--- src/rtl/mf_pkg.sv ---
// ----------------------------------------------------------------------------
// mf_pkg: shared types and constants of the message FIFO
// Sizes of the byte ring and the length ring, the payload structs, the status
// codes and the command and status groups between controller and datapath.
// ----------------------------------------------------------------------------
`timescale 1ns / 1ps

package mf_pkg;

  localparam int BUFFER_BYTES  = 1024;
  localparam int MESSAGE_SLOTS = 64;
  localparam int MAX_MESSAGE   = 64;

  localparam int PTR_W  = $clog2(BUFFER_BYTES);
  localparam int USED_W = $clog2(BUFFER_BYTES + 1);
  localparam int SLOT_W = $clog2(MESSAGE_SLOTS);
  localparam int HELD_W = $clog2(MESSAGE_SLOTS + 1);
  localparam int LEN_W  = $clog2(MAX_MESSAGE + 1);

  typedef enum logic {
    ACT_PUSH = 1'b0,
    ACT_POP  = 1'b1
  } action_e;

  typedef enum logic [1:0] {
    ST_OK    = 2'd0,
    ST_EMPTY = 2'd1,
    ST_FULL  = 2'd2,
    ST_LONG  = 2'd3
  } status_e;

  typedef struct packed {
    logic       action;
    logic [7:0] data_byte;
    logic       last_byte;
  } in_item_t;

  typedef struct packed {
    logic [7:0] out_byte;
    logic       end_of_run;
    logic [1:0] status;
  } out_item_t;

  // Commands from the controller to the datapath.
  typedef struct packed {
    logic push;
    logic pop_empty;
    logic pop_start;
    logic pop_byte;
  } dp_cmd_t;

  // Status from the datapath to the controller.
  typedef struct packed {
    logic out_free;
    logic queue_empty;
    logic pop_last;
  } dp_sts_t;

  function automatic logic [PTR_W-1:0] next_byte_pos(input logic [PTR_W-1:0] p);
    next_byte_pos = (p == PTR_W'(BUFFER_BYTES - 1)) ? '0 : p + PTR_W'(1);
  endfunction

  function automatic logic [SLOT_W-1:0] next_slot(input logic [SLOT_W-1:0] p);
    next_slot = (p == SLOT_W'(MESSAGE_SLOTS - 1)) ? '0 : p + SLOT_W'(1);
  endfunction

endpackage

--- src/rtl/mf_ctrl.sv ---
// ----------------------------------------------------------------------------
// mf_ctrl: message FIFO controller
// Decides when an input transaction is taken and steps through a pop stream.
// ----------------------------------------------------------------------------
`timescale 1ns / 1ps

module mf_ctrl (
  input  logic            clk_i,
  input  logic            rst_ni,
  input  logic            in_valid_i,
  input  logic            action_i,
  output logic            in_stall_o,
  input  mf_pkg::dp_sts_t sts_i,
  output mf_pkg::dp_cmd_t cmd_o
);
  import mf_pkg::*;

  typedef enum logic [1:0] {
    S_IDLE   = 2'b01,
    S_STREAM = 2'b10
  } state_e;

  state_e state_q, state_d;
  logic   accept;

  assign in_stall_o = !((state_q == S_IDLE) && sts_i.out_free);
  assign accept     = in_valid_i && !in_stall_o;

  always_comb begin
    state_d = state_q;
    cmd_o   = '0;
    case (state_q)
      S_IDLE: begin
        if (accept) begin
          if (action_i == ACT_PUSH) begin
            cmd_o.push = 1'b1;
          end else if (sts_i.queue_empty) begin
            cmd_o.pop_empty = 1'b1;
          end else begin
            cmd_o.pop_start = 1'b1;
            state_d         = S_STREAM;
          end
        end
      end
      S_STREAM: begin
        // One message byte leaves each cycle the output register has room.
        if (sts_i.out_free) begin
          cmd_o.pop_byte = 1'b1;
          if (sts_i.pop_last) begin
            state_d = S_IDLE;
          end
        end
      end
      default: begin
        state_d = S_IDLE;
      end
    endcase
  end

  always_ff @(posedge clk_i or negedge rst_ni) begin
    if (!rst_ni) begin
      state_q <= S_IDLE;
    end else begin
      state_q <= state_d;
    end
  end

endmodule

--- config.mk ---
export PLATFORM = sky130hd
export DESIGN_NAME = mf_ctrl
export DESIGN_NICKNAME = d
export VERILOG_FILES = /design/src/rtl/mf_pkg.sv /design/src/rtl/mf_ctrl.sv
export SDC_FILE = /design/constraint.sdc
export NUM_CORES = 1
export LEC_CHECK = 0
export BUFFER_PORTS_ARGS = -buffer_cell sky130_fd_sc_hd__buf_2
export CORE_AREA = 2 2 39 41
export DETAILED_ROUTE_END_ITERATION = 12
export DIE_AREA = 0 0 41 43
export SYNTH_ARGS = -nofsm -noshare
export SYNTH_HDL_FRONTEND = slang
export SYNTH_SLANG_ARGS = --single-unit
--- constraint.sdc ---
create_clock -name clk_i -period 3.09 [get_ports clk_i]
set_input_delay 0.618 -clock clk_i [delete_from_list [all_inputs] [get_ports clk_i]]
set_output_delay 0.618 -clock clk_i [all_outputs]
set_load 0.02 [all_outputs]
==> key figures, run 1 <==
Status
  • Run status: complete, no violations

Detailed routing
  • Iter 0 DRT Violations: 1
  • DRT Pass-1 Iters: 2
  • Vias/cell: 3.31
  • ANT nets after route: 0
  • Drc violations: 0
  • Routed Wire Length: 364 µm
  • Wire per inst: 8.09 µm
  • DR vias: 149

Yosys
  • Synth Area in Compound Gates: 0.138
  • Mapped Cells: 14
  • Area share of fa/ha/maj cells after synthesis: 0
  • Yosys top cell area share: 0.193
  • Mean Syn Cell Area: 9.74 µm²
  • Yosys top cell by area: dfstp_2
  • Synth Area in Simple Gates: 0.459
  • Area of the mapped netlist: 136 µm²
  • Synth top area cells: dfstp_2, dfrtp_1, nand3b_4
  • Syn Nets: 21
  • Cell variety after synth: 13
  • Largest family of logic cells by synthesized area: simple AND/OR/NAND/NOR gates
  • Yosys reg bits: 2
  • Post-synthesis mux area share: 0
  • Yosys warnings: 0
  • Post-synthesis xor/xnor area fraction: 0
  • Register area share after synthesis: 0.376

Cells and area
  • Biggest regs: state_q: 2 flops
  • Fin util: 0.172
  • Layout cells sized above 1: 0.586
  • Final non-filler cell total: 45
  • Antenna cell count: 0
  • Max FFs per register: 2
  • Reg with most FFs: state_q
  • Synth-to-Final Area Change: 74.3%
  • Fin nets: 37
  • Most common cell after layout, fill and taps aside: buf_2
  • Most frequent cells in the layout: buf_2, clkbuf_4, nor2_1

Placement
  • IO buf count: 11
  • GPL Wtd Cong: 0.429
  • Final HPWL DP: 282 µm
  • Inst Count DP: 41

STA
  • Worst-Margin Slew: 0.221 ns
  • Final hold slack: 0.169 ns
  • Skew final: 0.00568 ns
  • Setup TNS: 0 ns
  • Unrepaired setup endpoints after global routing: no
  • Hold Fails Final Rpt: 0
  • Setup violators final: 0
  • Period utilization: 0.604
  • Count of final max-slew check failures: 0
  • Final min period: 1.87 ns
  • Normalized max-slew margin: 0.852
  • Fmax: 536 MHz

Pwr
  • Clock share of power: 0.588
  • Power per standard cell area: 464 mW/mm²
  • Power Internal: 83.3 µW
  • Peak VDD IR: 0.000109 V
  • Sw Share: 0.245
  • Switching pwr: 27.0 µW
  • Logic pwr share: 0.158
  • Seq pwr share: 0.253
  • Static Leak: 0.000119 µW

Clock network
  • CTS resizes: 0
  • TritonCTS clock tree: built
  • Clock-pin slew on the worst setup and hold paths: 0.04 ns
  • CTS Sinks: 2
  • Hold_buf cts: 0
  • Setup Buffers After CTS: 0
  • Deepest clock path buffer count: 2
  • Clock Latency Late Sink: 0.23 ns
  • Clock root buffer: clkbuf_4
  • Htree depth: 1
  • CTS Buf Count: 3

Global route
  • M2 GR Usage: 0.0656
  • GR Layer Usage met1: 0.0288
  • First-pass GRT wire length: 476 µm
  • Grt met3 use: 0.0314
  • Vias in the first global route: 145
  • Overflow after GRT: 0
  • Largest net degree at the start of global routing: 7
  • Most crowded layer after global routing: met4
  • GR Util All Layers: 0.0481
  • Initial antenna violation count: 0

Setup path
  • Worst EP required: 2.47 ns
  • Worst path depth: 3
  • Critical path peak fanout: 6
  • R2r setup slk: 2.03 ns
  • Crit start category: register
  • CP bufs+invs: 1
  • Reg2reg end: state_q[0]
  • Slowest cell on crit path: dfstp_2
  • Slowest stage delay, CP: 0.54 ns
  • Reg-to-Reg Start: state_q[0]
  • Crit end category: output port
  • Crit path cell chain: nand3b_4 > nor3b_1 > buf_2
  • Worst Reg-to-Reg Cells: 2
  • Delay-heaviest family, CP: flip-flops
  • Crit path arrival time: 1.25 ns
  • Kind of critical path: reg -> out

Floorplanning
  • # rows: 14
  • Chip Height: 43 µm
  • Initial Util: 0.0986
  • Total core area: 0.00138 mm²
  • IO Count: 12
  • Die ar.: 0.00176 mm²
  • Die W: 41 µm

Hold path
  • Hold WC Path Type: in -> async

Job
  • Max cap viols: 0
through the flow:
stage               instance area [µm²]  power [µW]  worst slack (ns)
floorplan                           136        37.3              1.17
global placement                    211        45.4              1.22
detailed placement                  211        45.9              1.23
CTS                                 238         114              1.20
global route                        238         117              1.16
finish                              238         110              1.22
worst reg2reg max path, stage by stage, from the launching register on:
cell      delay, ns
dfstp_2        0.54
nand3b_4       0.10
o32a_1         0.34
metal layers:
metal / wire length, µm / up-vias / share of wire
met5: 0 / - / 0
met4: 0 / 0 / 0
met2: 160 / 9 / 0.44
met1: 142 / 59 / 0.39
li1: - / 81 / -
met3: 61 / 0 / 0.17
worst max path at each step:
stage	slack, ns	from	end
floorplan	1.17	sts_i[2]	cmd_o[3]
global route	1.16	state_q[0]	cmd_o[3]
CTS	1.20	state_q[0]	cmd_o[3]
finish	1.22	state_q[0]	cmd_o[3]
global placement	1.22	sts_i[2]	cmd_o[3]
detailed placement	1.23	sts_i[2]	cmd_o[3]
cell usage after synthesis, drive strengths merged:
cell	n
o32ai	1
nand2	1
nor3	1
nor3b	1
nor2	2
dfrtp	1
dfstp	1
inv	1
nand3b	1
and2	1
nand2b	1
o32a	1
nand3	1
logic make-up after synthesis:
family,count (synthesis)
and+or+nand+nor,9
DFF,2
AOI/OAI and AO/OA,2
buffers and inverters,1
power by group through the flow:
stage / registers [µW] / logic, µW / clock network [µW]
after floorplan: 28.2 / 9.10 / 0
after global placement: 28.2 / 17.2 / 0
after detailed placement: 28.2 / 17.6 / 0
after CTS: 28.0 / 17.7 / 68.6
after global routing: 28.0 / 19.3 / 69.7
final: 28.0 / 17.5 / 64.9
final cells by class:
| cell class | count | area [µm²] |
|---|---|---|
| Clock buffer | 4 | 26.3 |
| Fill cell | 164 | 1150 |
| Inverter | 1 | 3.75 |
| Multi-Input combinational cell | 11 | 81.3 |
| Sequential cell | 2 | 51.3 |
| Tap cell | 16 | 20.0 |
| Timing Repair Buffer | 11 | 55.1 |
(Power assumes the default switching activity.)
==> inputs of run 2 (changes only) <==
==> constraint.sdc (replaced) <==
create_clock -name clk_i -period 1.7 [get_ports clk_i]
set_input_delay 0.34 -clock clk_i [delete_from_list [all_inputs] [get_ports clk_i]]
set_output_delay 0.34 -clock clk_i [all_outputs]
set_load 0.02 [all_outputs]
==> key figures, run 2 (synthesized netlist as in run 1, its figures left out) <==
Status
  • Run status: complete, no violations (unchanged)

Hold path
  • Hold WC Path Type: in -> reg (was in -> async)
  • Hold wc startpoint: sts_i[1]

STA
  • Skew final: 0.00415 ns (was 0.00568 ns)
  • Fmax: 640 MHz
  • Setup TNS: 0 ns (unchanged)
  • Unrepaired setup endpoints after global routing: no (unchanged)
  • Hold Fails Final Rpt: 0 (unchanged)
  • Final min period: 1.56 ns
  • Period utilization: 0.919
  • Count of final max-slew check failures: 0 (unchanged)
  • Normalized max-slew margin: 0.852 (about the same)
  • Setup violators final: 0 (unchanged)
  • Worst-Margin Slew: 0.222 ns (was 0.221 ns)

Floorplanning
  • Die ar.: 0.00176 mm² (unchanged)
  • Total core area: 0.00138 mm² (unchanged)
  • Die W: 41 µm (unchanged)
  • Chip Height: 43 µm (unchanged)
  • # rows: 14 (unchanged)
  • IO Count: 12 (unchanged)
  • Initial Util: 0.0986 (unchanged)

Clock network
  • CTS resizes: 0 (unchanged)
  • Deepest clock path buffer count: 2 (unchanged)
  • Htree depth: 1 (unchanged)
  • Clock-pin slew on the worst setup and hold paths: 0.03 ns (was 0.04 ns)
  • TritonCTS clock tree: built (unchanged)
  • Setup Buffers After CTS: 0 (unchanged)
  • CTS Buf Count: 3 (unchanged)
  • CTS Sinks: 2 (unchanged)
  • Clock Latency Late Sink: 0.23 ns (about the same)
  • Clock root buffer: clkbuf_4 (unchanged)

Detailed routing
  • ANT nets after route: 0 (unchanged)
  • DR top layer: met3 (unchanged)
  • Met1 wire length: 126 µm (was 142 µm)
  • Drc violations: 0 (unchanged)
  • Iter 0 DRT Violations: 1 (unchanged)
  • DR vias: 166 (was 149)
  • Vias/cell: 3.61 (was 3.31)
  • Wire per inst: 7.93 µm (was 8.09 µm)
  • DRT Pass-1 Iters: 2 (unchanged)
  • Met2 wire length: 179 µm (was 160 µm)
  • WL met3: 59 µm (was 61 µm)
  • Routed Wire Length: 365 µm (was 364 µm)

Placement
  • Final HPWL DP: 284 µm (was 282 µm)
  • GPL Wtd Cong: 0.517 (was 0.429)
  • Inst Count DP: 41 (unchanged)
  • IO buf count: 11 (unchanged)

Cells and area
  • Reg with most FFs: state_q (unchanged)
  • Register Area: 51.3 µm² (unchanged)
  • Fill cell count: 166 (was 164)
  • Final non-filler cell total: 46 (was 45)
  • Fin nets: 38 (was 37)
  • Most common cell after layout, fill and taps aside: buf_2 (unchanged)
  • Max FFs per register: 2 (unchanged)
  • Layout cells sized above 1: 0.567 (was 0.586)
  • Biggest regs: state_q: 2 flops (unchanged)
  • Antenna cell count: 0 (unchanged)
  • Synth-to-Final Area Change: 81.7% (was 74.3%)
  • Area of the multi-input gates: 81.3 µm² (unchanged)
  • Most frequent cells in the layout: buf_2, clkbuf_4, nor2_1 (unchanged)

Setup path
  • Crit path cell chain: nand3b_4 > nor3b_1 > buf_2 (unchanged)
  • Kind of critical path: reg -> out (unchanged)
  • Crit start category: register (unchanged)
  • Worst EP required: 1.36 ns (was 2.47 ns)
  • Slowest stage delay, CP: 0.54 ns (about the same)
  • Slowest cell on crit path: dfstp_2 (unchanged)
  • Delay-heaviest family, CP: flip-flops (unchanged)
  • Crit path arrival time: 1.22 ns (was 1.25 ns)
  • Reg-to-Reg Start: state_q[0] (unchanged)
  • Critical path startpoint: state_q[0] (unchanged)
  • CP bufs+invs: 1 (unchanged)
  • Critical path peak fanout: 6 (unchanged)
  • Crit end category: output port (unchanged)

Pwr
  • Static Leak: 0.000124 µW (was 0.000119 µW)
  • Peak VDD IR: 0.000187 V (was 0.000109 V)
  • Power per standard cell area: 819 mW/mm² (was 464 mW/mm²)

Job
  • Max cap viols: 0 (unchanged)

Global route
  • Vias in the first global route: 147 (was 145)
  • Initial antenna violation count: 0 (unchanged)
  • Largest net degree at the start of global routing: 7 (unchanged)
  • First-pass GRT wire length: 503 µm (was 476 µm)
  • Overflow after GRT: 0 (unchanged)
  • GR Util All Layers: 0.0522 (was 0.0481)
run 2: cell count changes in the layout (fill, tap and decap cells not counted):
cell           before  now
dlygate4sd3_1       0    1
run 2: final cells by class:
class / instances / area share
Clock buffer: 4 / 0.106
Sequential cell: 2 / 0.207
Timing Repair Buffer: 12 / 0.263
Inverter: 1 / 0.0152
Multi-Input combinational cell: 11 / 0.328
Tap cell: 16 / 0.0808
run 2: power by group:
group          leakage [µW]  internal (µW)  total [µW]  switching [µW]
Clock             0.0000150           87.5         119            31.6
Sequential        0.0000243           49.9        50.9           0.976
Combinational     0.0000843           15.6        33.0            17.4
run 2: timing repair:
| action | in CTS | in global routing |
|---|---|---|
| hold buffers | 1 | 0 |
| setup endpoints to repair | 0 | 0 |
| endpoints found under the hold margin | 1 | 0 |
run 2: metal layers:
| layer | vias up | global-route usage |
|---|---|---|
| met1 | 74 | 0.0321 |
| met3 | 0 | 0.0471 |
| met5 | - | 0 |
| met2 | 9 | 0.0656 |
| met4 | 0 | 0.0800 |
| li1 | 83 | - |
run 2: worst paths after layout:
path                                   end  slack, ns  depth (start not counted)
worst max-delay path              cmd_o[3]       0.14                          3
worst min-delay path            state_q[1]       0.37                          2
worst max register to register  state_q[0]       0.65                          2
worst min register to register  state_q[1]       0.59                          2
max in group asynchronous       state_q[0]       1.09                          2
min in group asynchronous       state_q[1]       0.42                          2
run 2: metrics by stage:
step	setup slack (ns)	utilization	hold slack [ns]	area, µm²	total power, µW
after detailed placement	0.364	0.153	0.128	211	83.1
after floorplan	0.144	-	0.0444	136	67.7
final	0.137	0.179	0.366	248	203
after CTS	0.107	0.179	0.360	248	213
after global placement	0.341	0.153	0.126	211	82.7
after global routing	0.0628	0.179	0.358	248	223
run 2: worst reg2reg max path, stage by stage, from the launching register on:
cell and delay [ns]:
dfstp_2 0.54, nand3b_4 0.10, o32a_1 0.34
